--- config.mk ---
export PLATFORM = sky130hd
export DESIGN_NAME = gtpf_front
export DESIGN_NICKNAME = d
export VERILOG_FILES = /design/src/hw/rtl/glyph_text_page_framebuffer_top_macros.svh /design/src/hw/rtl/gtpf_pkg.sv /design/src/hw/rtl/gtpf_front.sv
export SDC_FILE = /design/constraint.sdc
export NUM_CORES = 1
export LEC_CHECK = 0
export BUFFER_PORTS_ARGS = -buffer_cell sky130_fd_sc_hd__clkbuf_2
export CAP_MARGIN = 20
export CORE_MARGIN = 2
export CORE_UTILIZATION = 45
export DETAILED_ROUTE_END_ITERATION = 16
export HOLD_SLACK_MARGIN = 0.06
export PLACE_DENSITY_LB_ADDON = 0.12
export REMOVE_ABC_BUFFERS = 1
export SYNTH_ARGS = -nofsm -noshare
export SYNTH_HDL_FRONTEND = slang
export SYNTH_SLANG_ARGS = --single-unit
--- constraint.sdc ---
create_clock -name clk -period 3.3 [get_ports clk]
set_input_delay 0.33 -clock clk [delete_from_list [all_inputs] [get_ports clk]]
set_output_delay 0.33 -clock clk [all_outputs]
set_load 0.01 [all_outputs]
--- src/hw/rtl/glyph_text_page_framebuffer_top_macros.svh ---
// ----------------------------------------------------------------------------
// Assertion macros for the glyph text page framebuffer
// Each macro expects clk and rst in scope; checks are off during reset.
// ----------------------------------------------------------------------------
`ifndef GLYPH_TEXT_PAGE_FRAMEBUFFER_TOP_MACROS_SVH
`define GLYPH_TEXT_PAGE_FRAMEBUFFER_TOP_MACROS_SVH

// same-cycle implication
`define GTPF_ASSERT_IMPLY(lbl, ante, cons, msg) \
  lbl: assert property (@(posedge clk) disable iff (rst) (ante) |-> (cons)) \
    else $error(msg);

// next-cycle implication
`define GTPF_ASSERT_NEXT(lbl, ante, cons, msg) \
  lbl: assert property (@(posedge clk) disable iff (rst) (ante) |=> (cons)) \
    else $error(msg);

`endif

--- src/hw/rtl/gtpf_pkg.sv ---
// ----------------------------------------------------------------------------
// gtpf_pkg
// Shared constants, codes and payload types of the glyph text page framebuffer.
// ----------------------------------------------------------------------------
`default_nettype none

package gtpf_pkg;

  // frame store geometry
  localparam int WIDTH      = 128;
  localparam int PAGES      = 8;
  localparam int STORE_SIZE = WIDTH * PAGES;
  localparam int ADDR_W     = $clog2(STORE_SIZE);
  localparam int COL_W      = $clog2(WIDTH + 1);  // cursor may sit at WIDTH
  localparam int CCOL_W     = $clog2(WIDTH);      // clamped column
  localparam int PG_W       = (PAGES > 1) ? $clog2(PAGES) : 1;

  // character cell
  localparam int GLYPH_COLS = 5;
  localparam int CELL_COLS  = 6;
  localparam int STEP_W     = $clog2(CELL_COLS);

  // glyph ROM layout
  localparam int GLYPHS  = 41;
  localparam int GLYPH_W = $clog2(GLYPHS);
  localparam logic [GLYPH_W-1:0] G_BLANK    = GLYPH_W'(0);
  localparam logic [GLYPH_W-1:0] G_DIGIT    = GLYPH_W'(1);
  localparam logic [GLYPH_W-1:0] G_LETTER   = GLYPH_W'(11);
  localparam logic [GLYPH_W-1:0] G_COLON    = GLYPH_W'(37);
  localparam logic [GLYPH_W-1:0] G_DASH     = GLYPH_W'(38);
  localparam logic [GLYPH_W-1:0] G_DOT      = GLYPH_W'(39);
  localparam logic [GLYPH_W-1:0] G_QUESTION = GLYPH_W'(40);

  // command queue between front and back
  localparam int QDEPTH = 2;  // power of two
  localparam int QPTR_W = $clog2(QDEPTH);
  localparam int QCNT_W = $clog2(QDEPTH + 1);

  typedef enum logic [1:0] {
    FUNC_WRITE  = 2'd0,
    FUNC_CURSOR = 2'd1,
    FUNC_CLEAR  = 2'd2,
    FUNC_READ   = 2'd3
  } func_t;

  typedef struct packed {
    logic [1:0] func;
    logic [7:0] char_code;
    logic [7:0] target_column;
    logic [7:0] target_page;
  } in_t;

  typedef struct packed {
    logic [7:0] read_data;
    logic [7:0] cursor_column;
    logic [2:0] cursor_page;
  } out_t;

  // decoded command
  typedef struct packed {
    func_t              op;
    logic [GLYPH_W-1:0] glyph;
    logic [CCOL_W-1:0]  col;
    logic [PG_W-1:0]    page;
  } cmd_t;

  // queue head offered to the back end
  typedef struct packed {
    logic valid;
    cmd_t cmd;
  } op_req_t;

endpackage

`default_nettype wire

--- src/hw/rtl/gtpf_front.sv ---
// ----------------------------------------------------------------------------
// gtpf_front
// Accepts items, decodes glyph and clamps targets, queues decoded commands.
// ----------------------------------------------------------------------------
`default_nettype none

module gtpf_front (
  input  wire logic             clk,
  input  wire logic             rst,
  input  wire logic             push,
  output logic                  full,
  input  wire gtpf_pkg::in_t    cmd,
  output gtpf_pkg::op_req_t     req,
  input  wire logic             take
);

  function automatic logic [gtpf_pkg::GLYPH_W-1:0] glyph_index(input logic [7:0] code);
    logic [gtpf_pkg::GLYPH_W-1:0] g;
    g = gtpf_pkg::G_QUESTION;
    if (code == 8'h20) begin
      g = gtpf_pkg::G_BLANK;
    end else if (code >= 8'h30 && code <= 8'h39) begin
      g = gtpf_pkg::G_DIGIT + gtpf_pkg::GLYPH_W'(code - 8'h30);
    end else if (code >= 8'h41 && code <= 8'h5A) begin
      g = gtpf_pkg::G_LETTER + gtpf_pkg::GLYPH_W'(code - 8'h41);
    end else if (code == 8'h3A) begin
      g = gtpf_pkg::G_COLON;
    end else if (code == 8'h2D) begin
      g = gtpf_pkg::G_DASH;
    end else if (code == 8'h2E) begin
      g = gtpf_pkg::G_DOT;
    end
    return g;
  endfunction

  gtpf_pkg::cmd_t dec;
  gtpf_pkg::cmd_t q [gtpf_pkg::QDEPTH];
  logic [gtpf_pkg::QPTR_W-1:0] wr_ptr;
  logic [gtpf_pkg::QPTR_W-1:0] rd_ptr;
  logic [gtpf_pkg::QCNT_W-1:0] count;
  logic do_push;
  logic do_pop;

  always_comb begin
    dec.op    = gtpf_pkg::func_t'(cmd.func);
    dec.glyph = glyph_index(cmd.char_code);
    dec.col   = (cmd.target_column < 8'(gtpf_pkg::WIDTH)) ?
                gtpf_pkg::CCOL_W'(cmd.target_column) : gtpf_pkg::CCOL_W'(gtpf_pkg::WIDTH - 1);
    dec.page  = (cmd.target_page < 8'(gtpf_pkg::PAGES)) ?
                gtpf_pkg::PG_W'(cmd.target_page) : gtpf_pkg::PG_W'(gtpf_pkg::PAGES - 1);
  end

  assign full      = (count == gtpf_pkg::QCNT_W'(gtpf_pkg::QDEPTH));
  assign do_push   = push && !full;
  assign req.valid = (count != '0);
  assign req.cmd   = q[rd_ptr];
  assign do_pop    = req.valid && take;

  always_ff @(posedge clk) begin
    if (do_push) begin
      q[wr_ptr] <= dec;
    end
  end

  always_ff @(posedge clk) begin
    if (rst) begin
      wr_ptr <= '0;
      rd_ptr <= '0;
      count  <= '0;
    end else begin
      if (do_push) begin
        wr_ptr <= wr_ptr + gtpf_pkg::QPTR_W'(1);
      end
      if (do_pop) begin
        rd_ptr <= rd_ptr + gtpf_pkg::QPTR_W'(1);
      end
      if (do_push && !do_pop) begin
        count <= count + gtpf_pkg::QCNT_W'(1);
      end else if (do_pop && !do_push) begin
        count <= count - gtpf_pkg::QCNT_W'(1);
      end
    end
  end

endmodule

`default_nettype wire

# After elaboration in Yosys (flattened, before gate mapping)
# Memory sizes are Yosys's and may differ from the RTL's. A register that Yosys moved wholly into a read port is not among the register bits.
# Cells that the tools add are included.
totals:
  input_bits: 30
  ramBits: 36
  mem_count: 1
  output_inout_bits: 20
  word_cells: 48
  rom_bits: 0
  reg_bits: 4
  latchBits: 0
classes:
  div: 0
  n_lt_le_gt_ge: 6
  n_addsub: 8
  eq_ne: 5
  reduce_logical: 11
  shift: 0
  multipliers: 0
  bitwise: 0
  muxes: 14
mem_list:
  columns: ["name", "words", "word_bits", "rd", "rd_clocked_by_memory_dff", "wr", "line_no", "source"]
  rows:
  - ["q", 2, 18, 1, 1, 1, "gtpf_front.sv:37", "gtpf_pkg::cmd_t q [gtpf_pkg::QDEPTH];"]
op_table:
  columns: ["op", "n"]
  rows:
  - ["8-bit by 6-bit == test with 1-bit output, second input constant", 4]
  - ["6-bit two-way mux", 3]
  - ["4-bit two-way mux", 3]
  - ["8-bit by 6-bit greater-or-equal comparator with 1-bit output, second input constant", 1]
  - ["8-bit by 7-bit greater-or-equal comparator with 1-bit output, second input constant", 1]
  - ["8-bit by 6-bit <= comparator with 1-bit output, second input constant", 1]
  - ["8-bit by 7-bit <= comparator with 1-bit output, second input constant", 1]
  - ["8-bit by 4-bit < comparator with 1-bit output, second input constant", 1]
  - ["8-bit < comparator, second input constant", 1]
  - ["7-bit two-way mux", 1]
  - ["1-bit by 6-bit adder with 6-bit output, first input constant", 1]
  - ["4-bit by 6-bit adder with 6-bit output, first input constant", 1]
  - ["1-bit logical AND", 6]
  - ["6-bit by 1-bit subtractor with 6-bit output, second input constant", 1]
  - ["6-bit subtractor, second input constant", 1]
  - ["1-bit two-way mux", 4]
  - ["2-bit two-way mux", 2]
  - ["2-bit nonzero test", 2]
  - ["1-bit zero test", 3]
  - ["3-bit two-way mux", 1]
  - ["1-bit adder, second input constant", 2]
  - ["2-bit by 1-bit adder with 2-bit output, second input constant", 1]
  - ["2-bit == test, second input constant", 1]
  - ["2-bit by 1-bit subtractor with 2-bit output, second input constant", 1]

# Depth between registers and ports, before layout
logic_depth:
  ltp_word: 7
  ltp_mapped: 7
  ltp_nobuf: 7

# Worst setup path before layout
# Ideal clock, no wire load.
synth_timing:
  path_kind: "register to register"
  start: "reg count[0] (netlist bit)"
  end: "mem q[0][0] (netlist bit), enable pin"
  path_buffers: 0
  stages_incl_launch_ff: 4
  required_ns: 2.908
  slack_ns: 1.527
  setup_ns: 0.392
  synth_period_minus_slack_ns: 1.773
  arrival_time_ns: 1.381
  cell_sequence: "dfxtp_1 nand2b_1 nand2_1 nor2_1"
synth_via:
  elab_chain_cells: 5
synth_lines:
  columns: ["element", "line_no", "source"]
  rows:
  - ["from (decl)", "gtpf_front.sv:40", "logic [gtpf_pkg::QCNT_W-1:0] count;"]
  - ["from (signal assigned)", "gtpf_front.sv:78", "count <= count + gtpf_pkg::QCNT_W'(1);"]
  - ["from (signal assigned)", "gtpf_front.sv:80", "count <= count - gtpf_pkg::QCNT_W'(1);"]
  - ["2-bit == test", "gtpf_front.sv:53", "assign full = (count == gtpf_pkg::QCNT_W'(gtpf_pkg::QDEPTH));"]
  - ["1-bit zero test", "gtpf_front.sv:54", "assign do_push = push && !full;"]
  - ["1-bit logical AND", "gtpf_front.sv:54", null]
  - ["1-bit two-way mux", "gtpf_front.sv:60", "if (do_push) begin"]
  - ["1-bit two-way mux (not written as such)", "gtpf_front.sv:61", "q[wr_ptr] <= dec;"]
  - ["to (decl)", "gtpf_front.sv:37", null]
# No other way between the ends.

==> flow_metrics.tcl <==
set metrics [dict create \
    grt_pass1_vias 1304 \
    wire_per_inst_um 14.69 \
    period_minus_slack_ns 2.006 \
    post_cts_buffers 0 \
    fin_cells 252 \
    netlist_instances 147 \
    drt_first_pass_iters 4 \
    reg2reg_depth 2 \
    finalCritPeriodShare 0.6079 \
    die_y_um 71.32 \
    nNetsFinal 236 \
    cts_buffers 5 \
    fillers 368 \
    pwr-share-seq 0.482 \
    p_sw_uw 403.0 \
    cts_tree "done" \
    ctsLongestPathBuffers 2 \
    min_path_type "input pin to register" \
    io_pins 50 \
    clock_skew_ns 0.005186 \
    grt_pass1_wl_um 6030 \
    row_count 24 \
    overflow 0 \
    regToRegStartpoint "count[0]" \
    dp_cells 244 \
    cts_sinks 41 \
    die_w_um 71.32 \
    p_comb_frac 0.262 \
    power_mw 1.466 \
    ctsResizeCount 0 \
    cp_slowest_cell "dfxtp_1" \
    antenna_found_initial 0 \
    drtAntennaViolNets 0 \
    cp_cell_sequence "mux2_2, clkbuf_2" \
    grtUsageTotal 0.1529 \
    clk_latency_ns 0.28 \
    hold_violations 0 \
    fmax_mhz 498.5 \
    syn-cell-area_um2 2039 \
    end_kind "output pin" \
    peakVddDrop_mv 0.4490 \
    setup_tns_ns 0 \
    power_leakage_nw 0.9528 \
    worstPathArrival_ns 1.68 \
    drt_wl_total_um 3702 \
    setup_viol 0 \
    postSynthAreaPerCell_um2 13.87 \
    dieArea_um2 5087 \
    yosys_warnings 0 \
    r2r_slack_ns 1.63 \
    crit_path_start_kind "register" \
    port_buffers 49 \
    crit_path_end "req[2]" \
    powerDensity_nw_per_um2 604.9 \
    crit_path_max_incr_delay_ns 0.85 \
    post-dp-hpwl_um 2655 \
    synth-seq-cells 41 \
    grt_max_degree 19 \
    drc 0 \
    worstPathRequired_ns 2.97 \
    n_antenna_cell 0 \
    switching_share 0.2749 \
    tightestPinTransition_ns 0.8801 \
    cts_root_buffer "clkbuf_8" \
    avgViaCountPerCell 5.270 \
    reg2reg_to "q[1][13]" \
    path_clk_slew_ns 0.07 \
    rsz0062_at_grt "false" \
    slew_viol_final 0 \
    drtIter0Drc 64 \
    htree_levels 2 \
    core-area_um2 4354 \
    path_class "register to output pin" \
    status "completed" \
    gp_congestion 0.7856 \
    p_int_mw 1.063 \
    worst_slack_ns 1.294 \
    power_frac_clock 0.256 \
    slew-limit-headroom 0.4133 \
    max_cap_violations 0 \
    cts_hold_buf 0 \
    start_util 0.4684 \
    synth_cell_type_count 42 \
    drive_gt1_frac 0.4350 \
    yosysSeqAreaShare 0.5791 \
    cp_max_fo 18 \
    num_vias 1328 \
    post-place-ws_ns 1.353 \
    synthToLayoutAreaGrowth_pct 18.83 \
]
-- cell usage in the layout, fill, tap and decap left out, types with 2 or more instances in the layout --
| master | instances |
|---|---|
| clkbuf_2 | 49 |
| clkbuf_8 | 5 |
| xnor2_1 | 2 |
| or2_2 | 8 |
| nand2_1 | 6 |
| nor2b_1 | 3 |
| ha_1 | 7 |
| a21oi_1 | 3 |
| dfxtp_1 | 5 |
| mux2i_1 | 2 |
| or3_1 | 5 |
| xor2_1 | 7 |
| and3_1 | 2 |
| mux2_2 | 18 |
| inv_1 | 6 |
| o21ai_0 | 2 |
| edfxtp_1 | 36 |
| nor3_1 | 2 |
| nor2_1 | 6 |
-- synth_stat cells, drive strengths merged --
| master | instances | area (um2) |
|---|---|---|
| xnor2 | 2 | 17.52 |
| or4 | 1 | 7.510 |
| o311a | 1 | 10.01 |
| nor4b | 1 | 23.77 |
| nor2 | 6 | 22.52 |
| nor3b | 2 | 26.28 |
| and3 | 2 | 12.51 |
| mux2i | 2 | 20.02 |
| nor3 | 2 | 10.01 |
| o31a | 2 | 18.77 |
| a21oi | 3 | 15.01 |
| o32a | 1 | 10.01 |
| o221a | 1 | 11.26 |
| nand2b | 1 | 6.260 |
| o211ai | 1 | 12.51 |
| mux2 | 18 | 202.7 |
| o2111ai | 1 | 8.760 |
| nand3 | 1 | 5.000 |
| o22ai | 1 | 6.260 |
| a22oi | 1 | 7.510 |
| and2 | 1 | 6.260 |
| o21ba | 1 | 10.01 |
| nand2 | 6 | 22.52 |
| and2b | 1 | 7.510 |
| a31oi | 1 | 6.260 |
| nor2b | 3 | 18.77 |
| edfxtp | 36 | 1081 |
| inv | 6 | 22.52 |
| or3 | 5 | 31.28 |
| o21ai | 3 | 15.01 |
| a41o | 1 | 10.01 |
| buf | 5 | 40.04 |
| xor2 | 7 | 61.31 |
| dfxtp | 5 | 100.1 |
| or2 | 8 | 50.05 |
| o2bb2ai | 1 | 15.01 |
| ha | 7 | 87.58 |
-- critical path: cells and delay by family, from the launching register on --
family,cells,cell delay [ns]
multiplexers,1,0.42
buffers and inverters,1,0.13
flip-flops,1,0.85
-- sequential cells by signal, indices dropped and copies added (netlist names), named ones only --
signal and flops:
count 2, q 36, rd_ptr 1, wr_ptr 1
-- logic make-up after synthesis --
logic type	share of synthesized area
flops	0.5791
simple gates	0.1227
mux	0.1092
compound gates	0.07669
buf+inv	0.03067
xor+xnor	0.03865
fa+ha+maj	0.04294
-- cell type report --
class | count | area (um2) | area share
timing repair buffer | 50 | 252.7 | 0.1043
sequential | 41 | 1181 | 0.4874
multi-input combinational | 95 | 795.8 | 0.3283
clock buffer | 6 | 72.57 | 0.02994
clock inverter | 2 | 33.78 | 0.01394
inverter | 6 | 22.52 | 0.009293
tap | 52 | 65.06 | 0.02685
-- power groups by stage --
stage | registers [mW] | clock network [mW] | logic (mW)
6_report | 0.707 | 0.375 | 0.384
5_1_grt | 0.718 | 0.415 | 0.425
4_1_cts | 0.711 | 0.387 | 0.390
3_5_place_dp | 0.722 | 0 | 0.387
3_3_place_gp | 0.715 | 0 | 0.379
2_1_floorplan | 0.704 | 0 | 0.250
-- how the worst min path moves through the flow --
stage | start | end | depth (start not counted)
floorplan | rst | count[1] | 1
global placement | count[1] | count[1] | 2
detailed placement | rd_ptr | rd_ptr | 2
CTS | cmd[24] | q[0][16] | 1
global route | cmd[24] | q[0][16] | 1
finish | cmd[25] | q[1][17] | 1
-- per-stage QoR --
stage	hold WS (ns)	utilization	instance area [um2]
3_3_place_gp	0.4802	0.5322	2317
5_1_grt	0.2237	0.5566	2424
2_1_floorplan	0.3991	-	1999
6_report	0.2438	0.5566	2424
4_1_cts	0.2296	0.5566	2424
3_5_place_dp	0.4914	0.5322	2317
-- layer usage --
layer	vias up	track usage	share of wire
li1	648	-	-
met1	626	0.1839	0.42
met2	52	0.2675	0.51
met3	2	0.04219	0.061
met4	0	0.04612	0.0054
met5	-	0	0
No activity file was read; power rests on OpenSTA's default activity.
